===== config.mk =====
export PLATFORM = sky130hd
export DESIGN_NAME = dual_side_turn_detector_unit
export DESIGN_NICKNAME = d
export VERILOG_FILES = /design/src/hdl/dstd_pkg.sv /design/src/hdl/dstd_side.sv /design/src/hdl/dual_side_turn_detector_unit.sv
export SDC_FILE = /design/constraint.sdc
export NUM_CORES = 1
export LEC_CHECK = 0
export BUFFER_PORTS_ARGS = -buffer_cell sky130_fd_sc_hd__buf_2
export CAP_MARGIN = 10
export CORE_ASPECT_RATIO = 0.7
export CORE_MARGIN = 2
export CORE_UTILIZATION = 69
export CTS_CLUSTER_DIAMETER = 200
export DETAILED_ROUTE_END_ITERATION = 16
export GPL_TIMING_DRIVEN = 0
export PLACE_DENSITY_LB_ADDON = 0.05
export SLEW_MARGIN = 5
export SYNTH_ARGS = -nofsm -noshare
export SYNTH_HDL_FRONTEND = slang
export SYNTH_SLANG_ARGS = --single-unit

===== constraint.sdc =====
create_clock -name aclk -period 8.95 [get_ports aclk]
set_input_delay 0.4475 -clock aclk [delete_from_list [all_inputs] [get_ports aclk]]
set_output_delay 0.4475 -clock aclk [all_outputs]
set_load 0.01 [all_outputs]

===== src/hdl/dstd_pkg.sv =====
// Shared types and constants for the dual-side turn detector.
// Used by dstd_side and dual_side_turn_detector_unit; depends on nothing.
package dstd_pkg;

    // Operation codes carried in the low bits of an input item
    localparam logic [1:0] OP_UPDATE  = 2'd0;
    localparam logic [1:0] OP_CONSUME = 2'd1;
    localparam logic [1:0] OP_SOFTRST = 2'd2;

    // Configuration register indexes
    localparam logic [7:0] CFG_COUNT_THRESHOLD = 8'd0;
    localparam logic [7:0] CFG_STABLE_TIME     = 8'd1;
    localparam logic [7:0] CFG_DETECT_TIMEOUT  = 8'd2;
    localparam logic [7:0] CFG_LOCKOUT_TIME    = 8'd3;

    // Configuration reset values
    localparam logic [1:0]  RST_COUNT_THRESHOLD = 2'd2;
    localparam logic [15:0] RST_STABLE_TIME     = 16'd2;
    localparam logic [15:0] RST_DETECT_TIMEOUT  = 16'd100;
    localparam logic [15:0] RST_LOCKOUT_TIME    = 16'd800;

    typedef enum logic [1:0] {
        PH_IDLE      = 2'd0,
        PH_DETECTING = 2'd1,
        PH_CONFIRMED = 2'd2,
        PH_INHIBITED = 2'd3
    } phase_t;

    typedef enum logic [1:0] {
        DIR_NONE  = 2'd0,
        DIR_LEFT  = 2'd1,
        DIR_RIGHT = 2'd2
    } dir_t;

    typedef struct packed {
        phase_t      phase;
        logic [31:0] detect_begin;
        logic [31:0] lockout_begin;
    } side_state_t;

    typedef struct packed {
        logic [1:0]  count_threshold;
        logic [15:0] stable_time;
        logic [15:0] detect_timeout;
        logic [15:0] lockout_time;
    } side_cfg_t;

endpackage


===== src/hdl/dstd_side.sv =====
// Next-state logic for one side of the turn detector: sensor count,
// phase transitions and pending-turn latch. Depends on dstd_pkg.
module dstd_side (
    input  dstd_pkg::side_cfg_t   cfg,
    input  dstd_pkg::side_state_t state_cur,
    input  logic [31:0]           time_now,
    input  logic [2:0]            sensor_bits,
    input  dstd_pkg::dir_t        side_dir,
    input  dstd_pkg::dir_t        pending_cur,
    output dstd_pkg::side_state_t state_next,
    output dstd_pkg::dir_t        pending_next
);
    import dstd_pkg::*;

    logic [1:0]  ones;
    logic        above;
    logic [31:0] detect_elapsed;
    logic [31:0] lockout_elapsed;

    // Count active sensors and compare with the threshold
    assign ones  = {1'b0, sensor_bits[0]} + {1'b0, sensor_bits[1]} + {1'b0, sensor_bits[2]};
    assign above = (ones >= cfg.count_threshold);

    // Wrapping time differences
    assign detect_elapsed  = time_now - state_cur.detect_begin;
    assign lockout_elapsed = time_now - state_cur.lockout_begin;

    // Advance the phase machine
    always_comb begin
        state_next   = state_cur;
        pending_next = pending_cur;
        case (state_cur.phase)
            PH_IDLE: begin
                if (above) begin
                    state_next.phase        = PH_DETECTING;
                    state_next.detect_begin = time_now;
                end
            end
            PH_DETECTING: begin
                if (!above) begin
                    state_next.phase = PH_IDLE;
                end else if (detect_elapsed >= {16'd0, cfg.stable_time}) begin
                    state_next.phase         = PH_CONFIRMED;
                    state_next.lockout_begin = time_now;
                    if (pending_cur == DIR_NONE) begin
                        pending_next = side_dir;
                    end
                end else if (detect_elapsed >= {16'd0, cfg.detect_timeout}) begin
                    state_next.phase = PH_IDLE;
                end
            end
            PH_CONFIRMED: begin
                state_next.phase         = PH_INHIBITED;
                state_next.lockout_begin = time_now;
            end
            default: begin
                if (lockout_elapsed >= {16'd0, cfg.lockout_time}) begin
                    state_next.phase = PH_IDLE;
                end
            end
        endcase
    end

endmodule


===== src/hdl/dual_side_turn_detector_unit.sv =====
// Dual-side turn detector: input item register, per-side phase logic and
// result register. Depends on dstd_pkg and dstd_side.
// An accepted item passes through the input register, then the result register,
// before its result can be taken.
// Throughput: one item per cycle while the result side is not stalled, set by the
// single pass through the two side machines between the registers.
// Reset (aresetn low, synchronous): phases idle, timestamps zero, no pending
// turn, registers at their reset values, both pipeline stages empty.
module dual_side_turn_detector_unit (
    input  logic        aclk,
    input  logic        aresetn,
    // Input items
    input  logic        s_tvalid,
    output logic        s_tready,
    input  logic [39:0] s_tdata,   // opcode[1:0], time_now[33:2], left_bits[36:34],
                                   // right_bits[39:37]
    // Result items
    output logic        m_tvalid,
    input  logic        m_tready,
    output logic [7:0]  m_tdata,   // direction[1:0], left_phase[3:2], right_phase[5:4],
                                   // zero fill [7:6]
    // Configuration writes
    input  logic        cfg_valid,
    output logic        cfg_ready,
    input  logic [7:0]  cfg_index,
    input  logic [15:0] cfg_data
);
    import dstd_pkg::*;

    // Configuration registers
    side_cfg_t   cfg_reg;

    // Input item stage
    logic        in_valid_reg;
    logic [39:0] in_data_reg;

    // Detector state
    side_state_t left_reg,  left_next;
    side_state_t right_reg, right_next;
    dir_t        pending_reg, pending_next;

    // Result stage
    logic        out_valid_reg;
    logic [7:0]  out_data_reg, out_data_next;

    logic        advance;
    logic [1:0]  opcode;
    logic [31:0] time_now;
    side_state_t left_upd, right_upd;
    dir_t        pending_after_left, pending_after_right;
    dir_t        dir_out;

    assign cfg_ready = 1'b1;

    // Write configuration registers
    always_ff @(posedge aclk) begin
        if (!aresetn) begin
            cfg_reg.count_threshold <= RST_COUNT_THRESHOLD;
            cfg_reg.stable_time     <= RST_STABLE_TIME;
            cfg_reg.detect_timeout  <= RST_DETECT_TIMEOUT;
            cfg_reg.lockout_time    <= RST_LOCKOUT_TIME;
        end else if (cfg_valid && cfg_ready) begin
            case (cfg_index)
                CFG_COUNT_THRESHOLD: cfg_reg.count_threshold <= cfg_data[1:0];
                CFG_STABLE_TIME:     cfg_reg.stable_time     <= cfg_data;
                CFG_DETECT_TIMEOUT:  cfg_reg.detect_timeout  <= cfg_data;
                CFG_LOCKOUT_TIME:    cfg_reg.lockout_time    <= cfg_data;
                default: ;
            endcase
        end
    end

    // Move the input item on when the result stage is free or being emptied
    assign advance  = !out_valid_reg || m_tready;
    assign s_tready = !in_valid_reg || advance;

    // Hold or load the input item stage
    always_ff @(posedge aclk) begin
        if (!aresetn) begin
            in_valid_reg <= 1'b0;
        end else if (s_tready) begin
            in_valid_reg <= s_tvalid;
        end
    end

    always_ff @(posedge aclk) begin
        if (s_tvalid && s_tready) begin
            in_data_reg <= s_tdata;
        end
    end

    assign opcode   = in_data_reg[1:0];
    assign time_now = in_data_reg[33:2];

    // Step the left side first, then the right with the updated pending turn
    dstd_side u_left (
        .cfg          (cfg_reg),
        .state_cur    (left_reg),
        .time_now     (time_now),
        .sensor_bits  (in_data_reg[36:34]),
        .side_dir     (DIR_LEFT),
        .pending_cur  (pending_reg),
        .state_next   (left_upd),
        .pending_next (pending_after_left)
    );

    dstd_side u_right (
        .cfg          (cfg_reg),
        .state_cur    (right_reg),
        .time_now     (time_now),
        .sensor_bits  (in_data_reg[39:37]),
        .side_dir     (DIR_RIGHT),
        .pending_cur  (pending_after_left),
        .state_next   (right_upd),
        .pending_next (pending_after_right)
    );

    // Apply the operation and form the result
    always_comb begin
        left_next    = left_reg;
        right_next   = right_reg;
        pending_next = pending_reg;
        dir_out      = pending_reg;
        case (opcode)
            OP_UPDATE: begin
                left_next    = left_upd;
                right_next   = right_upd;
                pending_next = pending_after_right;
                dir_out      = pending_after_right;
            end
            OP_CONSUME: begin
                pending_next = DIR_NONE;
                dir_out      = pending_reg;
            end
            OP_SOFTRST: begin
                left_next.phase  = PH_IDLE;
                right_next.phase = PH_IDLE;
                pending_next     = DIR_NONE;
                dir_out          = DIR_NONE;
            end
            default: ;
        endcase
        out_data_next = {2'b00, right_next.phase, left_next.phase, dir_out};
    end

    // Commit detector state as the item moves into the result stage
    always_ff @(posedge aclk) begin
        if (!aresetn) begin
            left_reg    <= '{phase: PH_IDLE, detect_begin: 32'd0, lockout_begin: 32'd0};
            right_reg   <= '{phase: PH_IDLE, detect_begin: 32'd0, lockout_begin: 32'd0};
            pending_reg <= DIR_NONE;
        end else if (in_valid_reg && advance) begin
            left_reg    <= left_next;
            right_reg   <= right_next;
            pending_reg <= pending_next;
        end
    end

    // Result stage
    always_ff @(posedge aclk) begin
        if (!aresetn) begin
            out_valid_reg <= 1'b0;
        end else if (advance) begin
            out_valid_reg <= in_valid_reg;
        end
    end

    always_ff @(posedge aclk) begin
        if (in_valid_reg && advance) begin
            out_data_reg <= out_data_next;
        end
    end

    assign m_tvalid = out_valid_reg;
    assign m_tdata  = out_data_reg;

    // A pending turn is only ever cleared, never replaced by another
    a_pending_kept: assert property (@(posedge aclk) disable iff (!aresetn)
        pending_reg != DIR_NONE |=>
            (pending_reg == $past(pending_reg) || pending_reg == DIR_NONE))
        else $error("pending turn overwritten");

    // An item held in the input stage is not dropped while the output stalls
    a_in_held: assert property (@(posedge aclk) disable iff (!aresetn)
        in_valid_reg && !advance |=> in_valid_reg)
        else $error("input item lost during stall");

    // A side cannot jump from idle straight to confirmed
    a_left_no_skip: assert property (@(posedge aclk) disable iff (!aresetn)
        left_reg.phase == PH_IDLE |=> left_reg.phase != PH_CONFIRMED)
        else $error("left side skipped detecting");

    a_right_no_skip: assert property (@(posedge aclk) disable iff (!aresetn)
        right_reg.phase == PH_IDLE |=> right_reg.phase != PH_CONFIRMED)
        else $error("right side skipped detecting");

endmodule

==> results of run 1 <==
==> logic make-up (layout without fill, tap and decap cells) <==
| family | Yosys count | count (layout) | share of synthesized area, % |
|---|---|---|---|
| multiplexers | 107 | 107 | 5.58 |
| AO/OA/AOI/OAI | 645 | 645 | 22.3 |
| buffers and inverters | 310 | 432 | 6.36 |
| AND/OR/NAND/NOR | 764 | 764 | 19.3 |
| flip-flops | 232 | 232 | 26.5 |
| adder cells (fa/ha/maj) | 241 | 241 | 15.9 |
| other | 2 | 3 | 0.0390 |
| XOR/XNOR | 86 | 86 | 3.91 |
==> synth_stat cells, types with 10 or more instances <==
| cell | number | area, µm² |
|---|---|---|
| o21a_1 | 31 | 233 |
| mux2i_1 | 104 | 1040 |
| o2111ai_1 | 14 | 123 |
| nand2b_1 | 22 | 138 |
| xnor2_1 | 57 | 499 |
| a2111oi_0 | 12 | 105 |
| o21bai_1 | 10 | 75.1 |
| o21ai_0 | 83 | 415 |
| clkbuf_1 | 92 | 345 |
| nand3_1 | 39 | 195 |
| xor2_1 | 29 | 254 |
| a21boi_0 | 82 | 616 |
| nor4_1 | 13 | 81.3 |
| nand4_1 | 55 | 344 |
| nand2_1 | 299 | 1120 |
| edfxtp_1 | 46 | 1380 |
| and3_1 | 19 | 119 |
| a211oi_1 | 32 | 240 |
| nor3_1 | 24 | 120 |
| nor2b_1 | 114 | 713 |
| a31oi_1 | 15 | 93.8 |
| and2_1 | 17 | 106 |
| o21ai_1 | 16 | 80.1 |
| nor2_1 | 119 | 447 |
| inv_1 | 199 | 747 |
| dfxtp_1 | 186 | 3720 |
| a21o_1 | 58 | 435 |
| o211ai_1 | 29 | 218 |
| a21oi_1 | 176 | 881 |
| ha_1 | 235 | 2940 |
==> final cells by class <==
class | instances | area, µm²
clock buffer | 33 | 697
multi-input combinational | 1846 | 12900
timing repair buffer | 76 | 395
inverter | 200 | 751
clock inverter | 13 | 159
buffer | 110 | 473
sequential | 232 | 5100
tap | 371 | 464
fill | 2023 | 6660
==> metrics by stage <==
stage          power (mW)  utilization, %  instances  hold WS (ps)
2_1_floorplan        1.58               -       2388           443
3_3_place_gp         1.74            72.7       2834           449
3_5_place_dp         1.76            72.8       2835           456
4_1_cts              2.86            75.9       2881          32.9
5_1_grt              2.98            75.9       2881          35.3
6_report             2.87            75.9       2881          50.8
==> worst register-to-register path, stage by stage, from the launching register on <==
cell	delay, ps
edfxtp_1	730
inv_1	350
fa_1	540
nand2b_1	200
a21oi_1	320
o21ai_1	200
nand2_1	150
xor2_1	280
ha_1	310
a21o_1	190
a211oi_1	300
a311oi_1	270
or4b_1	560
nor4_1	420
nand4_1	430
nor3b_1	330
a221o_1	190
buf_2	320
buf_6	260
mux2i_1	240
nor2b_1	70
==> metal layers <==
| metal | track usage [%] | part of all wire, % | up-vias |
|---|---|---|---|
| li1 | - | - | 8712 |
| met1 | 51.4 | 42 | 8635 |
| met2 | 61.9 | 44 | 880 |
| met3 | 8.93 | 10 | 155 |
| met4 | 14.9 | 3.6 | 2 |
| met5 | 0 | 0.022 | - |
==> power by group through the flow <==
stage          logic [mW]  registers (mW)  clock network (mW)
3_5_place_dp        0.620            1.14                   0
6_report            0.645            1.12                1.11
5_1_grt             0.707            1.12                1.15
2_1_floorplan       0.450            1.13                   0
4_1_cts             0.626            1.12                1.11
3_3_place_gp        0.595            1.14                   0
==> final timing paths <==
path,startpoint,slack [ps],to
min reg2reg,right_reg[54]$_SDFFE_PN0P_,460,right_reg[54]$_SDFFE_PN0P_
max reg2reg,in_data_reg[3]$_DFFE_PP_,2200,right_reg[23]$_SDFFE_PN0P_
min,s_tdata[0],50,in_data_reg[0]$_DFFE_PP_
max,in_data_reg[3]$_DFFE_PP_,2200,right_reg[23]$_SDFFE_PN0P_
==> flow_summary_export.csv, run 1 <==
group,metric,value,unit
status,status,"completed",
detailed_routing,wire_per_inst,20.1,µm
power_and_ir_drop,switching_share,31.3,%
finish,final_common_cell,"nand2_1",
clock_tree,clk_pin_slew_worst_paths,70,ps
setup_path,crit_chain,"inv_1, fa_1, nand2b_1, a21oi_1, o21ai_1, nand2_1, xor2_1, ha_1, a21o_1, a211oi_1, a311oi_1, or4b_1, nor4_1, nand4_1, nor3b_1, a221o_1, buf_2, buf_6, mux2i_1, nor2b_1",
setup_path,crit_path_end_kind,"register",
placement,gp_congestion,0.969,
synth,synth-seq-area-share,26.5,%
min_path,hold_path_class,"input port to register",
setup_path,cpMaxStageDelayCell,"edfxtp_1",
setup_path,required,9400,ps
detailed_routing,drt-initial-drc-count,1720,
floorplanning,fp-row-count,51,
synth,syn-instance-count,2387,
timing,fin_ws,2200,ps
timing,timing.fmax,0.148,GHz
timing,hold_viol_final,0,
global_routing,grt_max_degree,35,
setup_path,cpPeakStageDelay,730,ps
clock_tree,cts.sink_count,232,
detailed_routing,vias,18400,
synth,yosysWarnings,0,
clock_tree,cts_buffer_depth,3,
power_and_ir_drop,clkPwrFrac,38.5,%
synth,async_flop_share,0,%
run,maxCapViolations,0,
detailed_routing,viasPerCell,6.38,
timing,setup_viol,0,
finish,diodes,0,
synth,syn_area,0.0192,mm²
floorplanning,die_w,204,µm
power_and_ir_drop,p_int,1.98,mW
synth,syn_avg_cell_area,8.06,µm²
global_routing,antenna_found_initial,2,
global_routing,first_global_vias,17200,
placement,dpl-instance-area,0.0201,mm²
power_and_ir_drop,peakVddDrop,0.153,mV
setup_path,worst-path-buf-inv,3,
clock_tree,cts_setup_buffers,0,
setup_path,start_kind,"register",
timing,clock_skew,16.1,ps
setup_path,critical_path_arrival,7210,ps
setup_path,worstSetupPathType,"register to register",
clock_tree,cts-resized-gates,0,
synth,synthDistinctLibCells,89,
global_routing,grt_usage,38.9,%
timing,tns,0,ps
power_and_ir_drop,power_leakage,8.14,nW
timing,finalMaxSlewViolations,0,
setup_path,worstPathMaxFanout,10,
setup_path,path_depth,20,
finish,area_delta_synth_final,8.96,%
finish,drive_above_1_share,6.22,%
timing,slew_headroom,8.28,%
placement,post-place-ws,2580,ps
setup_path,rr_worst_depth,20,
floorplanning,die_h,144,µm
power_and_ir_drop,p_sw,0.899,mW
clock_tree,cts_buffers,25,
global_routing,grt_overflow,0,
global_routing,grt_pass1_wl,89700,µm
timing,rsz0062_at_grt,"no",
timing,finalCriticalPeriod,6750,ps
clock_tree,ctsHtreeMaxLevel,1,
timing,fin_crit_sh,75.4,%
detailed_routing,routed_wirelength,58000,µm
floorplanning,core,0.0276,mm²
floorplanning,io_pins,80,
power_and_ir_drop,seqPwrFrac,39.1,%
power_and_ir_drop,p_per_area,137,mW/mm²
finish,nets,2801,
timing,worst_slew_pin_slew,1340,ps
clock_tree,insertion_delay,570,ps
floorplanning,die_area,0.0293,mm²
clock_tree,cts_hold_buf,0,
placement,portBuffers,75,
detailed_routing,postRouteAntennaNets,0,
finish,final_cell_mix,"nand2_1 (299), ha_1 (235), inv_1 (199)",
clock_tree,cts_root_buffer,"clkbuf_16",
detailed_routing,drc,0,
min_path,min_path_cells,1,
floorplanning,initial_core_util,69.7,%
finish,postLayoutCellArea,0.0210,mm²
synth,ys_ff_latch,232,
placement,hpwl,46100,µm
synth,synth_edf_count,46,
synth,synth-main-ff-cell,"dfxtp_1",
detailed_routing,first_pass_iters,6,
setup_path,cpLargestDelayFamily,"simple AND/OR/NAND/NOR gates",
clock_tree,cts_tree,"done",
power_and_ir_drop,power_frac_comb,22.4,%
Power figures use the tool's default switching activity.
==> run 2: changes to the inputs <==
--- a/config.mk
+++ b/config.mk
@@ -9,7 +9,7 @@
 export CAP_MARGIN = 10
 export CORE_ASPECT_RATIO = 0.7
 export CORE_MARGIN = 2
-export CORE_UTILIZATION = 69
+export CORE_UTILIZATION = 64
 export CTS_CLUSTER_DIAMETER = 200
 export DETAILED_ROUTE_END_ITERATION = 16
 export GPL_TIMING_DRIVEN = 0
==> constraint.sdc (replaced) <==
create_clock -name aclk -period 6.6 [get_ports aclk]
set_input_delay 0.33 -clock aclk [delete_from_list [all_inputs] [get_ports aclk]]
set_output_delay 0.33 -clock aclk [all_outputs]
set_load 0.01 [all_outputs]
==> run 2 against run 1 <==
Register-to-register slack worse by 1900 ps; critical endpoint is now m_tdata[4]$_DFFE_PP_; largest power group unchanged; critical path type unchanged; combinational power is 38% higher; fmax is 6.8% higher; largest cell class unchanged; non-clock buffer count up 45.
==> flow_summary_export.csv, run 2 (synthesis gave the netlist of run 1 again) <==
group,metric,value,unit
finish,final_common_cell,"nand2_1",
floorplanning,core,0.0298,mm²
clock_tree,insertion_delay,570,ps
global_routing,grt_max_degree,26,
setup_path,regToRegSetupSlack,280,ps
power_and_ir_drop,p_per_area,179,mW/mm²
floorplanning,die_area,0.0315,mm²
floorplanning,fp-row-count,53,
global_routing,antenna_found_initial,1,
detailed_routing,first_pass_iters,6,
setup_path,worstSetupPathType,"register to register",
timing,worst_slew_pin_slew,1080,ps
floorplanning,die_h,149,µm
power_and_ir_drop,clkPwrFrac,37.0,%
clock_tree,ctsHtreeMaxLevel,1,
clock_tree,cts_root_buffer,"clkbuf_16",
clock_tree,cts.sink_count,232,
placement,dpl-instance-area,0.0201,mm²
detailed_routing,wire_per_inst,20.0,µm
floorplanning,die_w,211,µm
setup_path,cpMaxStageDelayCell,"edfxtp_1",
setup_path,endpoint,"m_tdata[4]$_DFFE_PP_",
power_and_ir_drop,power_frac_comb,23.2,%
run,maxCapViolations,0,
placement,post-place-ws,153,ps
detailed_routing,viasPerCell,6.28,
global_routing,grt_usage,36.8,%
detailed_routing,postRouteAntennaNets,0,
finish,final_cell_mix,"nand2_1 (299), ha_1 (235), inv_1 (199)",
placement,hpwl,46600,µm
clock_tree,clk_pin_slew_worst_paths,70,ps
timing,slew_headroom,27.2,%
detailed_routing,drt-initial-drc-count,1563,
status,status,"completed",
finish,diodes,0,
finish,postLayoutCellArea,0.0214,mm²
power_and_ir_drop,power_leakage,8.30,nW
timing,setup_viol,0,
global_routing,first_global_vias,17100,
power_and_ir_drop,p_int,2.61,mW
clock_tree,cts_tree,"done",
timing,hold_viol_final,0,
timing,finalMaxSlewViolations,0,
setup_path,reg2reg_from,"in_data_reg[2]$_DFFE_PP_",
power_and_ir_drop,peakVddDrop,0.198,mV
timing,fin_ws,278,ps
clock_tree,cts_buffer_depth,3,
timing,clock_skew,20.5,ps
power_and_ir_drop,p_sw,1.22,mW
detailed_routing,drc,0,
finish,multi_input_area,0.0129,mm²
power_and_ir_drop,seqPwrFrac,39.8,%
global_routing,grt_pass1_wl,91300,µm
setup_path,crit_path_end_kind,"register",
timing,fin_crit_sh,95.8,%
setup_path,crit_chain,"inv_1, ha_1, inv_1, fa_1, a21oi_1, o21ai_0, a21oi_1, nand2_1, a21oi_1, o21ai_0, a21o_1, a21oi_1, xnor2_1, ha_1, nor2b_1, o21ai_0, o211ai_1, nor4_1, nand4_1, a2111oi_0, nand4_1, nor4_4, nor3_1, a211oi_1",
floorplanning,io_pins,80,
finish,nets,2846,
setup_path,critical_path.startpoint,"in_data_reg[2]$_DFFE_PP_",
power_and_ir_drop,switching_share,31.8,%
timing,finalCriticalPeriod,6320,ps
setup_path,cpPeakStageDelay,560,ps
placement,portBuffers,75,
setup_path,start_kind,"register",
clock_tree,cts_buffers,25,
setup_path,critical_path_arrival,6700,ps
finish,regArea,0.00510,mm²
finish,fillers,2398,
setup_path,cpMostUsedCell,"a21oi_1",
min_path,hold_path_class,"input port to register",
placement,gp_congestion,1.06,
detailed_routing,vias,18500,
setup_path,worstPathMaxFanout,5,
global_routing,grt_overflow,0,
finish,area_delta_synth_final,11.1,%
timing,timing.fmax,0.158,GHz
setup_path,required,6980,ps
floorplanning,initial_core_util,64.7,%
finish,drive_above_1_share,6.27,%
setup_path,rr_endpoint,"m_tdata[4]$_DFFE_PP_",
detailed_routing,routed_wirelength,58800,µm
setup_path,rr_worst_depth,24,
-- run 2: area by class of cell --
cell class,count,area share (%)
Buffer,110,2.21
Clock buffer,35,3.29
Clock inverter,9,0.439
Inverter,200,3.51
Multi-Input combinational cell,1846,60.5
Sequential cell,232,23.9
Tap cell,385,2.25
Timing Repair Buffer,121,3.90
-- run 2: how the worst min path moves through the flow --
stage | from | to | slack [ps] | cells after the start
after floorplan | s_tdata[0] | in_data_reg[0]$_DFFE_PP_ | 430 | 0
final | s_tvalid | in_valid_reg$_SDFFE_PN0N_ | 30 | 3
after global routing | s_tvalid | in_valid_reg$_SDFFE_PN0N_ | 50 | 3
after detailed placement | left_reg[45]$_SDFFE_PN0P_ | left_reg[45]$_SDFFE_PN0P_ | 460 | 2
after CTS | s_tvalid | in_valid_reg$_SDFFE_PN0N_ | 6 | 3
after global placement | right_reg[35]$_SDFFE_PN0P_ | right_reg[35]$_SDFFE_PN0P_ | 450 | 2
-- run 2: critical path: cells and delay by family, from the launching register on --
family / cells / cell delay (ps)
flops: 1 / 560
fa+ha+maj: 3 / 900
compound gates: 11 / 2780
simple gates: 7 / 1330
xor+xnor: 1 / 140
buf+inv: 2 / 410
-- run 2: power by group through the flow --
| stage | Sequential (mW) | Combinational (mW) | Clock [mW] |
|---|---|---|---|
| after floorplan | 1.53 | 0.610 | 0 |
| after global placement | 1.55 | 0.811 | 0 |
| after detailed placement | 1.55 | 0.839 | 0 |
| after CTS | 1.52 | 0.863 | 1.43 |
| after global routing | 1.52 | 0.978 | 1.48 |
| final | 1.52 | 0.891 | 1.42 |
-- run 2: repair_timing --
item,CTS,global route
buffers inserted,0,5
gates resized for setup,0,2
setup endpoints to repair,0,34
endpoints found under the hold margin,40,0
hold buffers,40,0
-- run 2: metrics by stage --
| step | hold slack [ps] | TNS (ps) | util (%) | instances | power (mW) |
|---|---|---|---|---|---|
| 6_report | 28.8 | 0 | 71.8 | 2938 | 3.83 |
| 3_3_place_gp | 450 | 0 | 67.5 | 2848 | 2.36 |
| 5_1_grt | 54.3 | -8.63 | 71.8 | 2938 | 3.98 |
| 2_1_floorplan | 429 | 0 | - | 2388 | 2.14 |
| 3_5_place_dp | 458 | 0 | 67.6 | 2849 | 2.39 |
| 4_1_cts | 5.53 | 0 | 71.7 | 2933 | 3.81 |
-- run 2: layer usage --
metal	track usage, %	wire [µm]	up-vias
met3	7.12	5950	124
met4	9.58	1610	0
met5	0	0	-
li1	-	-	8815
met1	50.8	25400	8719
met2	59.1	25800	804
==> run 3: changes to the inputs <==
--- a/config.mk
+++ b/config.mk
@@ -5,6 +5,7 @@
 export SDC_FILE = /design/constraint.sdc
 export NUM_CORES = 1
 export LEC_CHECK = 0
+export ABC_AREA = 1
 export BUFFER_PORTS_ARGS = -buffer_cell sky130_fd_sc_hd__buf_2
 export CAP_MARGIN = 10
 export CORE_ASPECT_RATIO = 0.7
==> run 3 against run 2 <==
Area after synthesis grew 8.2%; core utilization shrank 0.69 points; final cell count grew 33%; non-clock buffer count shrank 61; sequential cell count is the same; sequential share of layout area shrank 1.6 points; worst setup slack gained 1100 ps; total power grew 7.7%; die area grew 8.0%; clock skew grew 14 ps; routed wire length grew 21%; largest power group unchanged; count of clock-buffer cells in the layout shrank 5.
==> flow_summary_export.csv, run 3 <==
group,metric,value,unit
global_routing,first_global_vias,20000,
detailed_routing,vias,22200,
timing,tns,0,ps
setup_path,required,7050,ps
timing,clock_skew,34.5,ps
setup_path,worstPathMaxFanout,10,
synth,ys_ff_latch,232,
power_and_ir_drop,peakVddDrop,0.323,mV
global_routing,grt_usage,41.2,%
setup_path,start_kind,"register",
floorplanning,die_h,155,µm
finish,final_cell_mix,"nand2_1 (990), inv_1 (679), a21oi_1 (241)",
synth,syn-instance-count,3322,
power_and_ir_drop,p_per_area,180,mW/mm²
run,maxCapViolations,0,
clock_tree,ctsHtreeMaxLevel,1,
placement,hpwl,56300,µm
timing,finalCriticalPeriod,5180,ps
synth,yosys.area.top_type_share,17.9,%
synth,synth-seq-area-share,24.5,%
setup_path,worstSetupPathType,"register to register",
synth,synthTopCellsByArea,"dfxtp_1 (18%), nand2_1 (18%), ha_1 (14%)",
synth,yosysWarnings,0,
clock_tree,insertion_delay,540,ps
setup_path,regToRegSetupSlack,1420,ps
clock_tree,clk_pin_slew_worst_paths,70,ps
synth,synth-main-ff-cell,"dfxtp_1",
detailed_routing,first_pass_iters,6,
setup_path,rr_worst_depth,25,
timing,fin_crit_sh,78.4,%
floorplanning,die_w,220,µm
clock_tree,cts_tree,"done",
min_path,hold_path_class,"input port to register",
setup_path,crit_path_end_kind,"register",
setup_path,cpPeakStageDelay,710,ps
detailed_routing,drt-initial-drc-count,2997,
placement,gp_congestion,1.04,
finish,nets,3770,
timing,setup_viol,0,
timing,fin_ws,1420,ps
finish,fin_cells,3903,
floorplanning,initial_core_util,64.7,%
synth,yosysTopAreaCell,"dfxtp_1",
global_routing,antenna_found_initial,0,
placement,portBuffers,75,
global_routing,grt_pass1_wl,109000,µm
synth,synthDistinctLibCells,47,
finish,drive_above_1_share,6.93,%
setup_path,critical_path_arrival,5630,ps
setup_path,worst-path-buf-inv,3,
min_path,min_path_cells,1,
setup_path,cpLargestDelayFamily,"simple AND/OR/NAND/NOR gates",
power_and_ir_drop,power_leakage,11.7,nW
finish,final_util,71.1,%
detailed_routing,postRouteAntennaNets,0,
finish,diodes,0,
synth,synth_edf_count,46,
setup_path,reg2reg_from,"in_data_reg[3]$_DFFE_PP_",
placement,dp_cells,3826,
synth,syn_area,0.0208,mm²
status,status,"completed",
timing,timing.fmax,0.193,GHz
setup_path,cpMaxStageDelayCell,"edfxtp_1",
global_routing,grt_overflow,0,
synth,synthTopCellsByCount,"nand2_1 (990), inv_1 (680), a21oi_1 (241)",
timing,slew_headroom,21.7,%
detailed_routing,wire_per_inst,18.3,µm
timing,rsz0062_at_grt,"no",
detailed_routing,routed_wirelength,71200,µm
min_path,min_to,"in_data_reg[19]$_DFFE_PP_",
timing,worst_slew_pin_slew,1170,ps
floorplanning,core,0.0322,mm²
clock_tree,cts.sink_count,232,
clock_tree,cts-resized-gates,0,
synth,async_flop_share,0,%
finish,final_common_cell,"nand2_1",
floorplanning,io_pins,80,
timing,hold_viol_final,0,
global_routing,grt_max_degree,23,
setup_path,cpMostUsedCell,"nand2_1",
placement,post-place-ws,1590,ps
finish,area_delta_synth_final,10.0,%
timing,finalMaxSlewViolations,0,
synth,synth_most_common_cell,"nand2_1",
detailed_routing,drc,0,
floorplanning,fp-row-count,55,
clock_tree,cts_buffer_depth,3,
setup_path,rr_endpoint,"right_reg[24]$_SDFFE_PN0P_",
power_and_ir_drop,power,4.13,mW
clock_tree,cts_buffers,22,
min_path,worstHoldStart,"s_tdata[19]",
detailed_routing,viasPerCell,5.69,
synth,syn_avg_cell_area,6.27,µm²
clock_tree,cts_root_buffer,"clkbuf_16",
floorplanning,die_area,0.0340,mm²
-- run 3: worst max path at each step --
| stage | to | start | depth (start not counted) | slack (ps) |
|---|---|---|---|---|
| floorplan | right_reg[1]$_SDFFE_PN0P_ | in_data_reg[3]$_DFFE_PP_ | 24 | 3220 |
| global placement | right_reg[28]$_SDFFE_PN0P_ | in_data_reg[3]$_DFFE_PP_ | 25 | 1790 |
| detailed placement | right_reg[24]$_SDFFE_PN0P_ | in_data_reg[3]$_DFFE_PP_ | 25 | 1590 |
| CTS | right_reg[24]$_SDFFE_PN0P_ | in_data_reg[3]$_DFFE_PP_ | 25 | 1550 |
| global route | right_reg[25]$_SDFFE_PN0P_ | in_data_reg[3]$_DFFE_PP_ | 25 | 1260 |
| finish | right_reg[24]$_SDFFE_PN0P_ | in_data_reg[3]$_DFFE_PP_ | 25 | 1420 |
-- run 3: what timing repair did --
action                    CTS  global route
hold buffers               37             0
hold endpoints to repair   37             0
setup buffers               0             0
-- run 3: metal layers --
metal  share of wire (%)  routed length, µm  vias up  track usage [%]
li1                    -                  -    10700                -
met1                  44              31400     9949             60.6
met2                  38              27100     1397             56.8
met3                  14              10100      181             12.6
met4                 3.7               2640        0             13.0
met5                   0                  0        -                0
-- run 3: cell families (layout without fill, tap and decap cells) --
logic type	Yosys count	after routing	synth area share, %
adder cells (fa/ha/maj)	241	241	14.7
AND/OR/NAND/NOR	1490	1490	29.4
AO/OA/AOI/OAI	540	540	14.5
other	2	3	0.0361
XOR/XNOR	65	65	2.73
buffers and inverters	752	905	14.0
flip-flops	232	232	24.5
-- run 3: cell type report --
cell class	count	area, µm²
multi-input combinational	2339	12800
buffer	57	315
inverter	695	2610
fill	2681	9290
clock inverter	10	101
sequential	232	5100
clock buffer	30	686
tap	427	534
timing repair buffer	113	766
-- run 3: worst reg2reg max path: stages (launching register included) --
cell and delay (ps):
edfxtp_1 710, inv_1 250, fa_1 510, inv_1 130
nand3_1 90, nand3_1 160, nand2_1 70, nand2_1 220
nand2_1 100, nand2_1 200, xor2_1 310, ha_1 310
nand2_1 90, o21ai_0 150, a21oi_1 170, nand3_1 130
nor2_1 110, nand2_1 70, nor2_2 320, nand2_1 150
nand2_1 110, nand2_1 90, nand3_4 170, buf_6 210
o21ai_1 100, a21oi_2 150
-- run 3: stage by stage --
step	area [µm²]	hold WS, ps
CTS	22900	19.5
global placement	21700	441
global route	22900	4.11
detailed placement	21800	454
finish	22900	30.4
floorplan	20800	427
-- run 3: power breakdown --
group          switching (mW)  internal [mW]  total (mW)
Clock                   0.607          0.779        1.39
Sequential             0.0501           1.48        1.53
Combinational           0.801          0.408        1.21
Total                    1.46           2.67        4.13
